<file path="src/design/dpb_pkg.sv">
`timescale 1ns / 1ps
// Shared constants, types and codes of the depth-to-point back-projection block.
// Used by every module and interface of the block; depends on nothing.
package dpb_pkg;

    localparam int MAX_HALF_SIZE = 1024;

    localparam int HALF_W   = 11;
    localparam int FOCAL_W  = 24;
    localparam int DEPTH_W  = 16;
    localparam int CHAN_W   = 8;
    localparam int POS_W    = 36;
    localparam int Z_W      = 24;
    localparam int CFG_IDX_W = 2;
    localparam int CFG_DATA_W = 24;

    localparam int OFS_W    = HALF_W + 1;          // signed offset u or v
    localparam int PD_W     = HALF_W + DEPTH_W;    // |offset| * depth
    localparam int PF_W     = PD_W + FOCAL_W;      // |offset| * depth * inv_focal
    localparam int FRAC_SHIFT = 16;
    localparam int Q_W      = PF_W - FRAC_SHIFT;   // magnitude after the shift

    localparam logic [HALF_W-1:0] HALF_W_RESET = HALF_W'(320);
    localparam logic [HALF_W-1:0] HALF_H_RESET = HALF_W'(240);
    localparam logic [FOCAL_W-1:0] FOCAL_RESET = FOCAL_W'(31956);
    localparam logic [HALF_W-1:0] HALF_MAX = HALF_W'(MAX_HALF_SIZE);

    typedef enum logic [CFG_IDX_W-1:0] {
        CFG_HALF_WIDTH  = 2'd0,
        CFG_HALF_HEIGHT = 2'd1,
        CFG_INV_FOCAL   = 2'd2
    } cfg_index_t;

    typedef enum logic [1:0] {
        ST_IDLE,
        ST_MULT_OFFSET,
        ST_MULT_FOCAL,
        ST_DELIVER
    } state_t;

    typedef struct packed {
        logic accept;
        logic step_offset;
        logic step_focal;
        logic load_out;
    } dp_cmd_t;

    typedef struct packed {
        logic out_free;
    } dp_status_t;

    typedef struct packed {
        logic [DEPTH_W-1:0] depth_mm;
        logic [CHAN_W-1:0]  chan0;
        logic [CHAN_W-1:0]  chan1;
        logic [CHAN_W-1:0]  chan2;
    } pixel_t;

    typedef struct packed {
        logic signed [POS_W-1:0] x_pos;
        logic signed [POS_W-1:0] y_pos;
        logic [Z_W-1:0]          z_pos;
        logic                    point_valid;
        logic [CHAN_W-1:0]       out_chan0;
        logic [CHAN_W-1:0]       out_chan1;
        logic [CHAN_W-1:0]       out_chan2;
        logic                    frame_last;
    } point_t;

    // Clamp a half size to the range the counters support.
    function automatic logic [HALF_W-1:0] eff_half(input logic [HALF_W-1:0] h);
        logic [HALF_W-1:0] r;
        if (h == '0)
            r = HALF_W'(1);
        else if (h > HALF_MAX)
            r = HALF_MAX;
        else
            r = h;
        return r;
    endfunction

endpackage

</file>
<file path="src/design/dpb_pixel_if.sv">
`timescale 1ns / 1ps
// Input pixel channel: valid/ready handshake with depth and colour payload.
// Depends on dpb_pkg for field widths.
interface dpb_pixel_if;
    logic                         valid;
    logic                         ready;
    logic [dpb_pkg::DEPTH_W-1:0]  depth_mm;
    logic [dpb_pkg::CHAN_W-1:0]   chan0;
    logic [dpb_pkg::CHAN_W-1:0]   chan1;
    logic [dpb_pkg::CHAN_W-1:0]   chan2;

    modport source (output valid, depth_mm, chan0, chan1, chan2, input ready);
    modport sink   (input valid, depth_mm, chan0, chan1, chan2, output ready);
endinterface

</file>
<file path="src/design/dpb_point_if.sv">
`timescale 1ns / 1ps
// Output point channel: valid/ready handshake with coordinate and colour payload.
// Depends on dpb_pkg for field widths.
interface dpb_point_if;
    logic                              valid;
    logic                              ready;
    logic signed [dpb_pkg::POS_W-1:0]  x_pos;
    logic signed [dpb_pkg::POS_W-1:0]  y_pos;
    logic [dpb_pkg::Z_W-1:0]           z_pos;
    logic                              point_valid;
    logic [dpb_pkg::CHAN_W-1:0]        out_chan0;
    logic [dpb_pkg::CHAN_W-1:0]        out_chan1;
    logic [dpb_pkg::CHAN_W-1:0]        out_chan2;
    logic                              frame_last;

    modport source (output valid, x_pos, y_pos, z_pos, point_valid, out_chan0, out_chan1,
                    out_chan2, frame_last, input ready);
    modport sink   (input valid, x_pos, y_pos, z_pos, point_valid, out_chan0, out_chan1,
                    out_chan2, frame_last, output ready);
endinterface

</file>
<file path="src/design/dpb_cfg_if.sv">
`timescale 1ns / 1ps
// Configuration write channel: valid/ready handshake with register index and data.
// Depends on dpb_pkg for field widths.
interface dpb_cfg_if;
    logic                            valid;
    logic                            ready;
    logic [dpb_pkg::CFG_IDX_W-1:0]   index;
    logic [dpb_pkg::CFG_DATA_W-1:0]  data;

    modport source (output valid, index, data, input ready);
    modport sink   (input valid, index, data, output ready);
endinterface

</file>
<file path="src/design/dpb_ctrl.sv">
`timescale 1ns / 1ps
// Sequencer for one pixel: accept, offset multiply, focal multiply, deliver.
// Depends on dpb_pkg for the state, command and status types.
module dpb_ctrl (
    input  logic                 clk,
    input  logic                 rst_n,
    input  logic                 in_valid,
    output logic                 in_ready,
    input  dpb_pkg::dp_status_t  status,
    output dpb_pkg::dp_cmd_t     cmd
);

    dpb_pkg::state_t state_reg;
    dpb_pkg::state_t state_next;

    always_ff @(posedge clk or negedge rst_n)
    begin
        if (!rst_n)
            state_reg <= dpb_pkg::ST_IDLE;
        else
            state_reg <= state_next;
    end

    always_comb
    begin
        state_next = state_reg;
        in_ready   = 1'b0;
        cmd        = '0;
        unique case (state_reg)
            dpb_pkg::ST_IDLE:
            begin
                in_ready = 1'b1;
                if (in_valid)
                begin
                    cmd.accept = 1'b1;
                    state_next = dpb_pkg::ST_MULT_OFFSET;
                end
            end
            dpb_pkg::ST_MULT_OFFSET:
            begin
                cmd.step_offset = 1'b1;
                state_next      = dpb_pkg::ST_MULT_FOCAL;
            end
            dpb_pkg::ST_MULT_FOCAL:
            begin
                cmd.step_focal = 1'b1;
                state_next     = dpb_pkg::ST_DELIVER;
            end
            dpb_pkg::ST_DELIVER:
            begin
                // hold until the output register can take the point
                if (status.out_free)
                begin
                    cmd.load_out = 1'b1;
                    state_next   = dpb_pkg::ST_IDLE;
                end
            end
            default:
            begin
                state_next = dpb_pkg::ST_IDLE;
            end
        endcase
    end

    a_cmd_onehot: assert property (@(posedge clk) disable iff (!rst_n)
        $onehot0({cmd.accept, cmd.step_offset, cmd.step_focal, cmd.load_out}))
        else $error("more than one datapath command in a cycle");

    a_load_when_free: assert property (@(posedge clk) disable iff (!rst_n)
        cmd.load_out |-> status.out_free)
        else $error("output load while output register is occupied");

    a_accept_then_mult: assert property (@(posedge clk) disable iff (!rst_n)
        cmd.accept |=> cmd.step_offset ##1 cmd.step_focal)
        else $error("multiply steps did not follow a transfer");

endmodule

</file>
<file path="src/design/dpb_datapath.sv">
`timescale 1ns / 1ps
// Datapath: config registers, centred pixel counters, two-step projection multiply
// and the output register. Depends on dpb_pkg; driven by dpb_ctrl commands.
module dpb_datapath (
    input  logic                                 clk,
    input  logic                                 rst_n,
    input  logic                                 cfg_write,
    input  logic [dpb_pkg::CFG_IDX_W-1:0]        cfg_index,
    input  logic [dpb_pkg::CFG_DATA_W-1:0]       cfg_data,
    input  dpb_pkg::pixel_t                      pixel_in,
    input  dpb_pkg::dp_cmd_t                     cmd,
    output dpb_pkg::dp_status_t                  status,
    output logic                                 out_valid,
    input  logic                                 out_ready,
    output dpb_pkg::point_t                      point_out
);

    localparam int HW  = dpb_pkg::HALF_W;
    localparam int OW  = dpb_pkg::OFS_W;
    localparam int PDW = dpb_pkg::PD_W;
    localparam int PFW = dpb_pkg::PF_W;
    localparam int QW  = dpb_pkg::Q_W;
    localparam int PW  = dpb_pkg::POS_W;

    // configuration
    logic [HW-1:0]               half_width_reg;
    logic [HW-1:0]               half_height_reg;
    logic [dpb_pkg::FOCAL_W-1:0] inv_focal_reg;

    always_ff @(posedge clk or negedge rst_n)
    begin
        if (!rst_n)
        begin
            half_width_reg  <= dpb_pkg::HALF_W_RESET;
            half_height_reg <= dpb_pkg::HALF_H_RESET;
            inv_focal_reg   <= dpb_pkg::FOCAL_RESET;
        end
        else if (cfg_write)
        begin
            unique case (cfg_index)
                dpb_pkg::CFG_HALF_WIDTH:  half_width_reg  <= cfg_data[HW-1:0];
                dpb_pkg::CFG_HALF_HEIGHT: half_height_reg <= cfg_data[HW-1:0];
                dpb_pkg::CFG_INV_FOCAL:   inv_focal_reg   <= cfg_data[dpb_pkg::FOCAL_W-1:0];
                default: ;
            endcase
        end
    end

    // counters and offsets
    logic [HW-1:0] column_reg, column_next;
    logic [HW-1:0] row_reg, row_next;
    logic [HW-1:0] hw_eff, hh_eff;
    logic          last_col, last_row;
    logic signed [OW-1:0] u_ofs, v_ofs;

    always_comb
    begin
        hw_eff   = dpb_pkg::eff_half(half_width_reg);
        hh_eff   = dpb_pkg::eff_half(half_height_reg);
        last_col = {1'b0, column_reg} >= ({hw_eff, 1'b0} - OW'(1));
        last_row = {1'b0, row_reg} >= ({hh_eff, 1'b0} - OW'(1));
        u_ofs    = $signed({1'b0, column_reg}) - $signed({1'b0, hw_eff});
        v_ofs    = $signed({1'b0, row_reg}) - $signed({1'b0, hh_eff});
        column_next = column_reg;
        row_next    = row_reg;
        if (cmd.accept)
        begin
            if (last_col)
            begin
                column_next = '0;
                row_next    = last_row ? '0 : row_reg + HW'(1);
            end
            else
            begin
                column_next = column_reg + HW'(1);
            end
        end
    end

    always_ff @(posedge clk or negedge rst_n)
    begin
        if (!rst_n)
        begin
            column_reg <= '0;
            row_reg    <= '0;
        end
        else
        begin
            column_reg <= column_next;
            row_reg    <= row_next;
        end
    end

    // captured pixel; offsets split into sign and magnitude
    logic [dpb_pkg::DEPTH_W-1:0] depth_reg;
    logic [dpb_pkg::CHAN_W-1:0]  c0_reg, c1_reg, c2_reg;
    logic                        last_reg;
    logic                        u_neg_reg, v_neg_reg;
    logic [HW-1:0]               u_mag_reg, v_mag_reg;
    logic [OW-1:0]               u_abs, v_abs;
    logic [PDW-1:0]              u_pd_reg, v_pd_reg;
    logic [PFW-1:0]              u_pf_reg, v_pf_reg;

    assign u_abs = u_ofs[OW-1] ? OW'(-u_ofs) : OW'(u_ofs);
    assign v_abs = v_ofs[OW-1] ? OW'(-v_ofs) : OW'(v_ofs);

    always_ff @(posedge clk)
    begin
        if (cmd.accept)
        begin
            depth_reg <= pixel_in.depth_mm;
            c0_reg    <= pixel_in.chan0;
            c1_reg    <= pixel_in.chan1;
            c2_reg    <= pixel_in.chan2;
            last_reg  <= last_col && last_row;
            u_neg_reg <= u_ofs[OW-1];
            v_neg_reg <= v_ofs[OW-1];
            u_mag_reg <= u_abs[HW-1:0];
            v_mag_reg <= v_abs[HW-1:0];
        end
        if (cmd.step_offset)
        begin
            u_pd_reg <= PDW'(u_mag_reg) * PDW'(depth_reg);
            v_pd_reg <= PDW'(v_mag_reg) * PDW'(depth_reg);
        end
        if (cmd.step_focal)
        begin
            u_pf_reg <= PFW'(u_pd_reg) * PFW'(inv_focal_reg);
            v_pf_reg <= PFW'(v_pd_reg) * PFW'(inv_focal_reg);
        end
    end

    // final sign and output register
    logic [QW-1:0]          u_q, v_q;
    logic signed [PW-1:0]   x_val, y_val;
    logic                   depth_nz;
    logic                   out_valid_reg, out_valid_next;
    dpb_pkg::point_t        point_reg;

    always_comb
    begin
        u_q      = u_pf_reg[PFW-1:dpb_pkg::FRAC_SHIFT];
        v_q      = v_pf_reg[PFW-1:dpb_pkg::FRAC_SHIFT];
        depth_nz = depth_reg != '0;
        // negate after the shift so rounding goes toward zero
        x_val = u_neg_reg ? -$signed(PW'(u_q)) : $signed(PW'(u_q));
        y_val = v_neg_reg ? -$signed(PW'(v_q)) : $signed(PW'(v_q));
        if (!depth_nz)
        begin
            x_val = '0;
            y_val = '0;
        end
    end

    always_ff @(posedge clk)
    begin
        if (cmd.load_out)
        begin
            point_reg.x_pos       <= x_val;
            point_reg.y_pos       <= y_val;
            point_reg.z_pos       <= depth_nz ? {depth_reg, 8'h00} : '0;
            point_reg.point_valid <= depth_nz;
            point_reg.out_chan0   <= c0_reg;
            point_reg.out_chan1   <= c1_reg;
            point_reg.out_chan2   <= c2_reg;
            point_reg.frame_last  <= last_reg;
        end
    end

    always_comb
    begin
        out_valid_next = out_valid_reg;
        if (cmd.load_out)
            out_valid_next = 1'b1;
        else if (out_ready)
            out_valid_next = 1'b0;
    end

    always_ff @(posedge clk or negedge rst_n)
    begin
        if (!rst_n)
            out_valid_reg <= 1'b0;
        else
            out_valid_reg <= out_valid_next;
    end

    assign out_valid       = out_valid_reg;
    assign point_out       = point_reg;
    assign status.out_free = !out_valid_reg || out_ready;

    a_load_sets_valid: assert property (@(posedge clk) disable iff (!rst_n)
        cmd.load_out |=> out_valid_reg)
        else $error("output valid not raised after load");

    a_invalid_zero: assert property (@(posedge clk) disable iff (!rst_n)
        out_valid_reg && !point_reg.point_valid |->
            point_reg.x_pos == '0 && point_reg.y_pos == '0 && point_reg.z_pos == '0)
        else $error("invalid point carries nonzero coordinates");

    a_frame_wrap: assert property (@(posedge clk) disable iff (!rst_n)
        cmd.accept && last_col && last_row |=> column_reg == '0 && row_reg == '0)
        else $error("counters did not wrap at end of frame");

endmodule

</file>
<file path="src/design/depth_to_point_backprojection_core.sv">
`timescale 1ns / 1ps
// Top level of the depth-to-point back-projection block.
// Depends on dpb_pkg, the three channel interfaces, dpb_ctrl and dpb_datapath.
//
// Usage:
//   pixel : raster-ordered pixels (depth_mm, chan0..chan2), valid/ready.
//   point : one back-projected point per pixel (x_pos, y_pos, z_pos, point_valid,
//           colour bytes, frame_last), valid/ready.
//   cfg   : register writes (index 0 half_width, 1 half_height, 2 inv_focal);
//           always ready, write only while no pixel is in flight.
// Timing: a pixel transfer is followed by the offset multiply and the focal
//   multiply, and the point is loaded into the output register in the deliver
//   state once that register is free; the point is valid in the cycle after the load.
//   One pixel is in work at a time: the idle state that takes the transfer,
//   the two multiply steps and the deliver state.
// Reset: counters return to the first column and row, registers to 320, 240
//   and 31956, no point is pending.
// Stall: the output register holds a point until it is taken; the next pixel is
//   still accepted and computed, then waits for the output register to free up.
module depth_to_point_backprojection_core (
    input  logic        clk,
    input  logic        rst_n,
    dpb_pixel_if.sink   pixel,
    dpb_point_if.source point,
    dpb_cfg_if.sink     cfg
);

    dpb_pkg::dp_cmd_t    cmd;
    dpb_pkg::dp_status_t status;
    dpb_pkg::pixel_t     pixel_in;
    dpb_pkg::point_t     point_out;

    assign cfg.ready = 1'b1;

    assign pixel_in.depth_mm = pixel.depth_mm;
    assign pixel_in.chan0    = pixel.chan0;
    assign pixel_in.chan1    = pixel.chan1;
    assign pixel_in.chan2    = pixel.chan2;

    dpb_ctrl u_ctrl (
        .clk      (clk),
        .rst_n    (rst_n),
        .in_valid (pixel.valid),
        .in_ready (pixel.ready),
        .status   (status),
        .cmd      (cmd)
    );

    dpb_datapath u_datapath (
        .clk       (clk),
        .rst_n     (rst_n),
        .cfg_write (cfg.valid),
        .cfg_index (cfg.index),
        .cfg_data  (cfg.data),
        .pixel_in  (pixel_in),
        .cmd       (cmd),
        .status    (status),
        .out_valid (point.valid),
        .out_ready (point.ready),
        .point_out (point_out)
    );

    assign point.x_pos       = point_out.x_pos;
    assign point.y_pos       = point_out.y_pos;
    assign point.z_pos       = point_out.z_pos;
    assign point.point_valid = point_out.point_valid;
    assign point.out_chan0   = point_out.out_chan0;
    assign point.out_chan1   = point_out.out_chan1;
    assign point.out_chan2   = point_out.out_chan2;
    assign point.frame_last  = point_out.frame_last;

endmodule
</file>
<file path="src/flat_wrapper.sv">
// flat-port wrapper written by rule: the top's interface ports become plain ports
module depth_to_point_backprojection_core_flat 
  (clk, rst_n, pixel_valid, pixel_depth_mm, pixel_chan0, pixel_chan1, pixel_chan2, pixel_ready, point_valid, point_x_pos, point_y_pos, point_z_pos, point_point_valid, point_out_chan0, point_out_chan1, point_out_chan2, point_frame_last, point_ready, cfg_valid, cfg_index, cfg_data, cfg_ready);
  dpb_pixel_if pixel_i ();
  dpb_point_if point_i ();
  dpb_cfg_if cfg_i ();
  input  logic clk;
  input  logic rst_n;
  input wire logic [$bits(pixel_i.valid)-1:0] pixel_valid;
  input wire logic [$bits(pixel_i.depth_mm)-1:0] pixel_depth_mm;
  input wire logic [$bits(pixel_i.chan0)-1:0] pixel_chan0;
  input wire logic [$bits(pixel_i.chan1)-1:0] pixel_chan1;
  input wire logic [$bits(pixel_i.chan2)-1:0] pixel_chan2;
  output wire logic [$bits(pixel_i.ready)-1:0] pixel_ready;
  output wire logic [$bits(point_i.valid)-1:0] point_valid;
  output wire logic [$bits(point_i.x_pos)-1:0] point_x_pos;
  output wire logic [$bits(point_i.y_pos)-1:0] point_y_pos;
  output wire logic [$bits(point_i.z_pos)-1:0] point_z_pos;
  output wire logic [$bits(point_i.point_valid)-1:0] point_point_valid;
  output wire logic [$bits(point_i.out_chan0)-1:0] point_out_chan0;
  output wire logic [$bits(point_i.out_chan1)-1:0] point_out_chan1;
  output wire logic [$bits(point_i.out_chan2)-1:0] point_out_chan2;
  output wire logic [$bits(point_i.frame_last)-1:0] point_frame_last;
  input wire logic [$bits(point_i.ready)-1:0] point_ready;
  input wire logic [$bits(cfg_i.valid)-1:0] cfg_valid;
  input wire logic [$bits(cfg_i.index)-1:0] cfg_index;
  input wire logic [$bits(cfg_i.data)-1:0] cfg_data;
  output wire logic [$bits(cfg_i.ready)-1:0] cfg_ready;
  assign pixel_i.valid = pixel_valid;
  assign pixel_i.depth_mm = pixel_depth_mm;
  assign pixel_i.chan0 = pixel_chan0;
  assign pixel_i.chan1 = pixel_chan1;
  assign pixel_i.chan2 = pixel_chan2;
  assign pixel_ready = pixel_i.ready;
  assign point_valid = point_i.valid;
  assign point_x_pos = point_i.x_pos;
  assign point_y_pos = point_i.y_pos;
  assign point_z_pos = point_i.z_pos;
  assign point_point_valid = point_i.point_valid;
  assign point_out_chan0 = point_i.out_chan0;
  assign point_out_chan1 = point_i.out_chan1;
  assign point_out_chan2 = point_i.out_chan2;
  assign point_frame_last = point_i.frame_last;
  assign point_i.ready = point_ready;
  assign cfg_i.valid = cfg_valid;
  assign cfg_i.index = cfg_index;
  assign cfg_i.data = cfg_data;
  assign cfg_ready = cfg_i.ready;
  depth_to_point_backprojection_core u_core (.clk(clk), .rst_n(rst_n), .pixel(pixel_i), .point(point_i), .cfg(cfg_i));
endmodule
</file>
<file path="config.mk">
export PLATFORM = sky130hd
export DESIGN_NAME = depth_to_point_backprojection_core_flat
export DESIGN_NICKNAME = d
export VERILOG_FILES = /design/src/design/dpb_pkg.sv /design/src/design/dpb_pixel_if.sv /design/src/design/dpb_point_if.sv /design/src/design/dpb_cfg_if.sv /design/src/design/dpb_ctrl.sv /design/src/design/dpb_datapath.sv /design/src/design/depth_to_point_backprojection_core.sv /design/src/flat_wrapper.sv
export SDC_FILE = /design/constraint.sdc
export NUM_CORES = 2
export LEC_CHECK = 0
export BUFFER_PORTS_ARGS = -buffer_cell sky130_fd_sc_hd__buf_2
export CAP_MARGIN = 10
export CORE_AREA = 2 2 478 362
export CTS_CLUSTER_SIZE = 16
export DETAILED_ROUTE_END_ITERATION = 10
export DIE_AREA = 0 0 480 364
export MAX_ROUTING_LAYER = met4
export PLACE_DENSITY_LB_ADDON = 0.1
export SLEW_MARGIN = 10
export SYNTH_ARGS = -nofsm -noshare
export SYNTH_HDL_FRONTEND = slang
export SYNTH_SLANG_ARGS = --single-unit
</file>
<file path="constraint.sdc">
create_clock -name clk -period 11.1 [get_ports clk]
set_input_delay 0.555 -clock clk [delete_from_list [all_inputs] [get_ports clk]]
set_output_delay 0.555 -clock clk [all_outputs]
set_load 0.02 [all_outputs]
</file>
# Word-level counts from Yosys, hierarchy flattened
# Index checks and enable logic that the tools add are counted.
dict set report word_totals {
  ff_bits 414
  out_inout_bits 125
  elab_cells 94
}
dict set report op_classes {
  n_addsub 10
  n_mul 4
  magnitude_cmp 4
  eq_ne 7
  n_mux 22
  n_reduce_logical 16
}
# cell count
set ops {}
lappend ops {{27-bit by 24-bit multiplier with 51-bit output} 2}
lappend ops {{11-bit two-way mux} 8}
lappend ops {{35-bit negation with 36-bit output} 2}
lappend ops {{35-bit two-way mux} 2}
lappend ops {{11-bit by 16-bit multiplier with 27-bit output} 2}
lappend ops {{11-bit by 12-bit greater-or-equal comparator with 1-bit output} 2}
lappend ops {{11-bit by 11-bit subtractor with 12-bit output} 2}
lappend ops {{12-bit by 1-bit subtractor with 12-bit output, second input constant} 2}
lappend ops {{11-bit by 1-bit adder with 11-bit output, second input constant} 2}
lappend ops {{11-bit greater-than comparator, second input constant} 2}
lappend ops {{11-bit zero test} 2}
lappend ops {{11-bit negation} 2}
lappend ops {{16-bit nonzero test} 1}
lappend ops {{2-bit AND reduction} 7}
lappend ops {{1-bit two-way mux} 9}
lappend ops {{2-bit one-hot mux with 4 select lines} 1}
lappend ops {{2-bit == test, second input constant} 3}
lappend ops {{2-bit by 1-bit == test with 1-bit output, second input constant} 2}
lappend ops {{2-bit zero test} 2}
lappend ops {{2-bit two-way mux} 2}
lappend ops {{2-bit by 1-bit inequality test with 1-bit output, second input constant} 1}
lappend ops {{2-bit inequality test, second input constant} 1}
lappend ops {{2-bit nonzero test} 1}
lappend ops {{1-bit logical AND} 1}
lappend ops {{2 further kinds} 2}

# Logic depth before layout (Yosys ltp)
dict set report logic_depth {
  word_depth 6
  depth_mapped 28
  ltp_nobuf 26
}

# Hierarchy
# From an unflattened synthesis, not the netlist that was laid out.
dict set report hier_totals {
  hier_cells 7000
  area_unflattened_um2 67631.1
}
# mod n_inst cells_per_inst area_each_um2 seq_area_each_um2
set by_module_without_submodules {}
lappend by_module_without_submodules {dpb_datapath 1 6981 67442.2 10844.2}
lappend by_module_without_submodules {dpb_ctrl 1 17 177.7 50.0}
lappend by_module_without_submodules {depth_to_point_backprojection_core 1 2 11.3 0.0}

# Least setup slack after synthesis
# Ideal clock, no wire load.
dict set report synth_path {
  path_type {register -> register}
  start {register u_core.u_datapath.inv_focal_reg[10] in the netlist's numbering}
  end {register u_core.u_datapath.v_pf_reg[49] (data pin)}
  setup_ps 265
  arrival_time_ps 7362
  t_required_ps 10835
  setup_slack_ps 3473
  path_stages_with_launch 27
  period_less_slack_ps 7627
  path_cell_list {dfstp_2 > clkbuf_1 > clkbuf_1 > nand2_1 > fa_1 > fa_1 > inv_1 > fa_1 > inv_1 > fa_1 > inv_1 > fa_1 > fa_1 > inv_1 > fa_1 > inv_1 > ha_1 > a21oi_1 > o21ai_0 > nor4b_1 > a211oi_1 > a21o_1 > a31oi_1 > o21ai_0 > a221oi_1 > o21ai_0 > xor2_1}
}
dict set report synth_between {
  elab_chain_cells 1
}
# element line
set synth_rtl {}
lappend synth_rtl {{from (decl)} dpb_datapath.sv:28} ;# logic [dpb_pkg::FOCAL_W-1:0] inv_focal_reg;
lappend synth_rtl {{from (signal assigned)} dpb_datapath.sv:36} ;# inv_focal_reg <= dpb_pkg::FOCAL_RESET;
lappend synth_rtl {{from (signal assigned)} dpb_datapath.sv:43} ;# dpb_pkg::CFG_INV_FOCAL: inv_focal_reg <= cfg_data[dpb_pkg::FOCAL_W-1:0];
lappend synth_rtl {{27-bit by 24-bit multiplier with 51-bit output} dpb_datapath.sv:129} ;# v_pf_reg <= PFW'(v_pd_reg) * PFW'(inv_focal_reg);
lappend synth_rtl {{to (signal assigned)} dpb_datapath.sv:129}
lappend synth_rtl {{to (decl)} dpb_datapath.sv:102} ;# logic [PFW-1:0] u_pf_reg, v_pf_reg;
# Every way passes these cells.
# A chain may end at the register's enable or synchronous reset.

# Worst setup path after layout
dict set report layout_path {
  start {register u_core.u_datapath.inv_focal_reg[10] in the netlist's numbering}
  end {register u_core.u_datapath.v_pf_reg[50] (data pin)}
}
# The elaborated chain is that of the path after synthesis.

==> PnR_summary.wiki <==
{| class="wikitable"
! Metric !! Value
|-
| Postcts setup bufs || 0
|-
| RSZ-0062 raised after global routing || no
|-
| Final number of hold-violating endpoints || 0
|-
| Commonest register cell after synthesis || sky130_fd_sc_hd__edfxtp_1
|-
| Hold Crit Endpoint || u_core.u_datapath.depth_reg[9]$_DFFE_PP_
|-
| Post-synthesis share of cell area spent on xor and xnor gates || 2.87%
|-
| Largest net degree at the start of global routing || 64
|-
| Result of the run || completed
|-
| Critical Path Start Type || flop
|-
| CP max FO || 38
|-
| Ports || 196
|-
| Half-perimeter wire length after placement || 145 mm
|-
| Adder-cell area share of the yosys netlist || 49.6%
|-
| Flip-flop and latch count after synthesis || 374
|-
| Start point of the worst min-delay path || pixel_depth_mm[9]
|-
| Slack of the worst reg-to-reg path || 2.15 ns
|-
| Worst EP required || 11.50 ns
|-
| Commonest cells after routing, fill and taps aside || sky130_fd_sc_hd__inv_1 (1508), sky130_fd_sc_hd__fa_1 (1346), sky130_fd_sc_hd__nand2_1 (985)
|-
| Number of nets in the layout || 8989
|-
| Clock skew || 0.0510 ns
|-
| Mapped Avg Cell Area || 9.64 um^2
|-
| Startpoint-to-endpoint class of the critical path || reg -> reg
|-
| Uppermost layer routed || met4
|-
| Area overhead of the layout relative to synthesis || 7.80%
|-
| Type of element capturing the critical path || flop
|-
| Capturing point of the worst reg2reg path || u_core.u_datapath.v_pf_reg[50]$_DFFE_PP_
|-
| Slew headroom || 17.0%
|-
| Wire length of the first global-routing pass || 297 mm
|-
| Asr flop ratio synth || 19.0%
|-
| Number of buffers on the longest clock path || 3
|-
| DRT Wirelength || 188 mm
|-
| Max-slew violation count || 0
|-
| CTS clock-pin slew for the worst setup and hold paths || 0.06 ns
|-
| Final instance area || 72900 um^2
|-
| Number of instances on the worst hold path || 1
|-
| Count of buffering cells on the critical path with inverters included || 6
|-
| Synth cell types || 78
|-
| Total clock sinks || 374
|-
| Worst setup startpoint || u_core.u_datapath.inv_focal_reg[10]$_DFFE_PN1P_
|-
| Part of the Yosys area used for sequential elements || 16.1%
|-
| TNS Setup || 0 ns
|-
| Basic-gate share of the synthesized area counting and, or, nand and nor cells || 15.9%
|-
| Placement Setup Slack || 2.26 ns
|-
| Die height || 364 um
|-
| Max H-tree Level || 2
|-
| Vias in the first global route || 49670
|-
| Num rows || 132
|-
| TritonCTS clock tree || yes
|-
| Cell Area, Placed || 71000 um^2
|-
| DRC || 0
|-
| Critical Path Max Stage Delay || 1.29 ns
|-
| Synth warnings || 0
|-
| Data arrival time at the worst-slack endpoint || 9.35 ns
|-
| Startpoint of the most critical register-to-register path || u_core.u_datapath.inv_focal_reg[10]$_DFFE_PN1P_
|-
| Maximum clock rate || 0.112 GHz
|-
| Drt via density || 4.96
|-
| Worst path slowest cell || sky130_fd_sc_hd__dfstp_2
|-
| Horizontal die dimension || 480 um
|-
| Final worst path period need || 8.95 ns
|-
| Combinational family with the most area after synthesis || adder cells
|-
| Root buffer cell || sky130_fd_sc_hd__clkbuf_16
|-
| Most Frequent Cell on Critical Path || sky130_fd_sc_hd__fa_1
|-
| Post-route met1 wirelength || 90.1 mm
|-
| Gates resized, CTS repair || 0
|-
| Multiplexer fraction of the synthesized cell area || 0.779%
|-
| Tightest Hold Check Type || in -> reg
|-
| Routed wire length per instance || 20.1 um
|-
| Vias post-DR || 46493
|-
| Cells after Synth || 7020
|-
| Maxcap violations || 0
|-
| Starting utilization of the core area || 39.6%
|-
| Number of buffers created by CTS || 49
|-
| Core Area || 171000 um^2
|-
| Commonest non-fill, non-tap cell in the layout || sky130_fd_sc_hd__inv_1
|-
| Total of endpoints with negative setup slack in the final report || 0
|-
| Skew-Pair Late Insertion Delay || 0.68 ns
|-
| Number of iterations in the first detailed-routing pass || 5
|-
| Number of I/O port buffers || 186
|-
| Least setup slack across all paths after layout || 2.15 ns
|-
| Max FFs per register || 114
|-
| Number of enable-type register cells in the synthesized netlist || 303
|-
| Remaining Overflow, GRT || 0
|-
| Routed length on met2 || 83.8 mm
|-
| Tot GR Track Use || 22.7%
|-
| Family of cells with the greatest summed delay on the critical path || adder cells
|-
| Remaining antenna violation count || 0
|-
| Global placer's final weighted congestion || 0.865
|-
| Met3 Wirelength || 11.4 mm
|-
| Die outline area || 175000 um^2
|-
| Share of layout cells above drive strength 1 || 6.84%
|-
| Compound-cell area share of the yosys netlist || 4.32%
|-
| Post-Syn Area || 67700 um^2
|-
| Measured slew at the worst slew-check pin || 1.24 ns
|-
| Ratio of final minimum period to clock period || 80.6%
|-
| Number of antenna violations at the first check in global routing || 16
|-
| Path depth of the worst reg2reg path || 25
|-
| Number of violations reported at the end of detailed-routing iteration 0 || 2851
|}
[logic make-up (layout without fill, tap and decap cells)]
kind of cell | Yosys count | after routing
compound gates | 451 | 451
xor+xnor | 222 | 222
fa+ha+maj | 1876 | 1876
buf+inv | 1869 | 1923
flops | 374 | 374
mux | 47 | 47
other cells | 2 | 15
simple gates | 2179 | 2179
[layer usage]
layer | vias to the layer above | global-route usage (%)
met4 | 0 | 3.60
met5 | - | -
met1 | 24136 | 32.8
li1 | 21100 | -
met3 | 150 | 3.59
met2 | 1107 | 34.4
[synth_stat cells, types with 16 or more instances]
cell type | number | share of area (%)
sky130_fd_sc_hd__a21o_1 | 67 | 0.74
sky130_fd_sc_hd__a21oi_1 | 116 | 0.86
sky130_fd_sc_hd__and2_1 | 786 | 7.3
sky130_fd_sc_hd__and3_1 | 27 | 0.25
sky130_fd_sc_hd__clkbuf_1 | 348 | 1.9
sky130_fd_sc_hd__dfrtp_1 | 56 | 2.1
sky130_fd_sc_hd__edfxtp_1 | 303 | 13
sky130_fd_sc_hd__fa_1 | 1346 | 40
sky130_fd_sc_hd__ha_1 | 530 | 9.8
sky130_fd_sc_hd__inv_1 | 1509 | 8.4
sky130_fd_sc_hd__mux2_2 | 45 | 0.75
sky130_fd_sc_hd__nand2_1 | 985 | 5.5
sky130_fd_sc_hd__nand3_1 | 40 | 0.30
sky130_fd_sc_hd__nand4_1 | 16 | 0.15
sky130_fd_sc_hd__nor2_1 | 171 | 0.95
sky130_fd_sc_hd__nor2b_1 | 25 | 0.23
sky130_fd_sc_hd__nor3_1 | 26 | 0.19
sky130_fd_sc_hd__o21a_1 | 17 | 0.19
sky130_fd_sc_hd__o21ai_0 | 109 | 0.81
sky130_fd_sc_hd__o21bai_1 | 18 | 0.20
sky130_fd_sc_hd__o31ai_1 | 24 | 0.27
sky130_fd_sc_hd__or3_1 | 31 | 0.29
sky130_fd_sc_hd__xnor2_1 | 120 | 1.6
sky130_fd_sc_hd__xor2_1 | 102 | 1.3
[area by class of cell]
class,instances,area (um^2)
multi-input combinational,4784,49800
tap,2278,2850
fill,16898,97800
timing repair buffer,324,2030
sequential,374,10900
antenna,6,15.0
clock buffer,58,1320
inverter,1509,5670
clock inverter,32,367
[timing repair]
action,in CTS,in global routing
setup endpoints to repair,0,0
hold buffers,24,0
hold endpoints to repair,32,0
[per-stage QoR]
step                utilization [%]  hold WS [ns]  std cells
global placement               41.6         0.395       9245
global route                   42.7        0.0104       9363
floorplan                         -         0.259       7027
CTS                            42.7     0.0000644       9359
finish                         42.7        0.0526       9365
detailed placement             41.6         0.398       9245
[worst max path at each step]
stage          depth (start not counted)  slack [ns]                                       end
2_1_floorplan                         26        3.47  u_core.u_datapath.v_pf_reg[49]$_DFFE_PP_
3_3_place_gp                          25        2.33  u_core.u_datapath.v_pf_reg[49]$_DFFE_PP_
3_5_place_dp                          25        2.26  u_core.u_datapath.v_pf_reg[50]$_DFFE_PP_
4_1_cts                               25        2.18  u_core.u_datapath.v_pf_reg[50]$_DFFE_PP_
5_1_grt                               25        1.53  u_core.u_datapath.v_pf_reg[49]$_DFFE_PP_
6_report                              25        2.15  u_core.u_datapath.v_pf_reg[50]$_DFFE_PP_
Power is not shown: default switching activity piles up to over one toggle a cycle in this logic, so the estimate is an artifact.
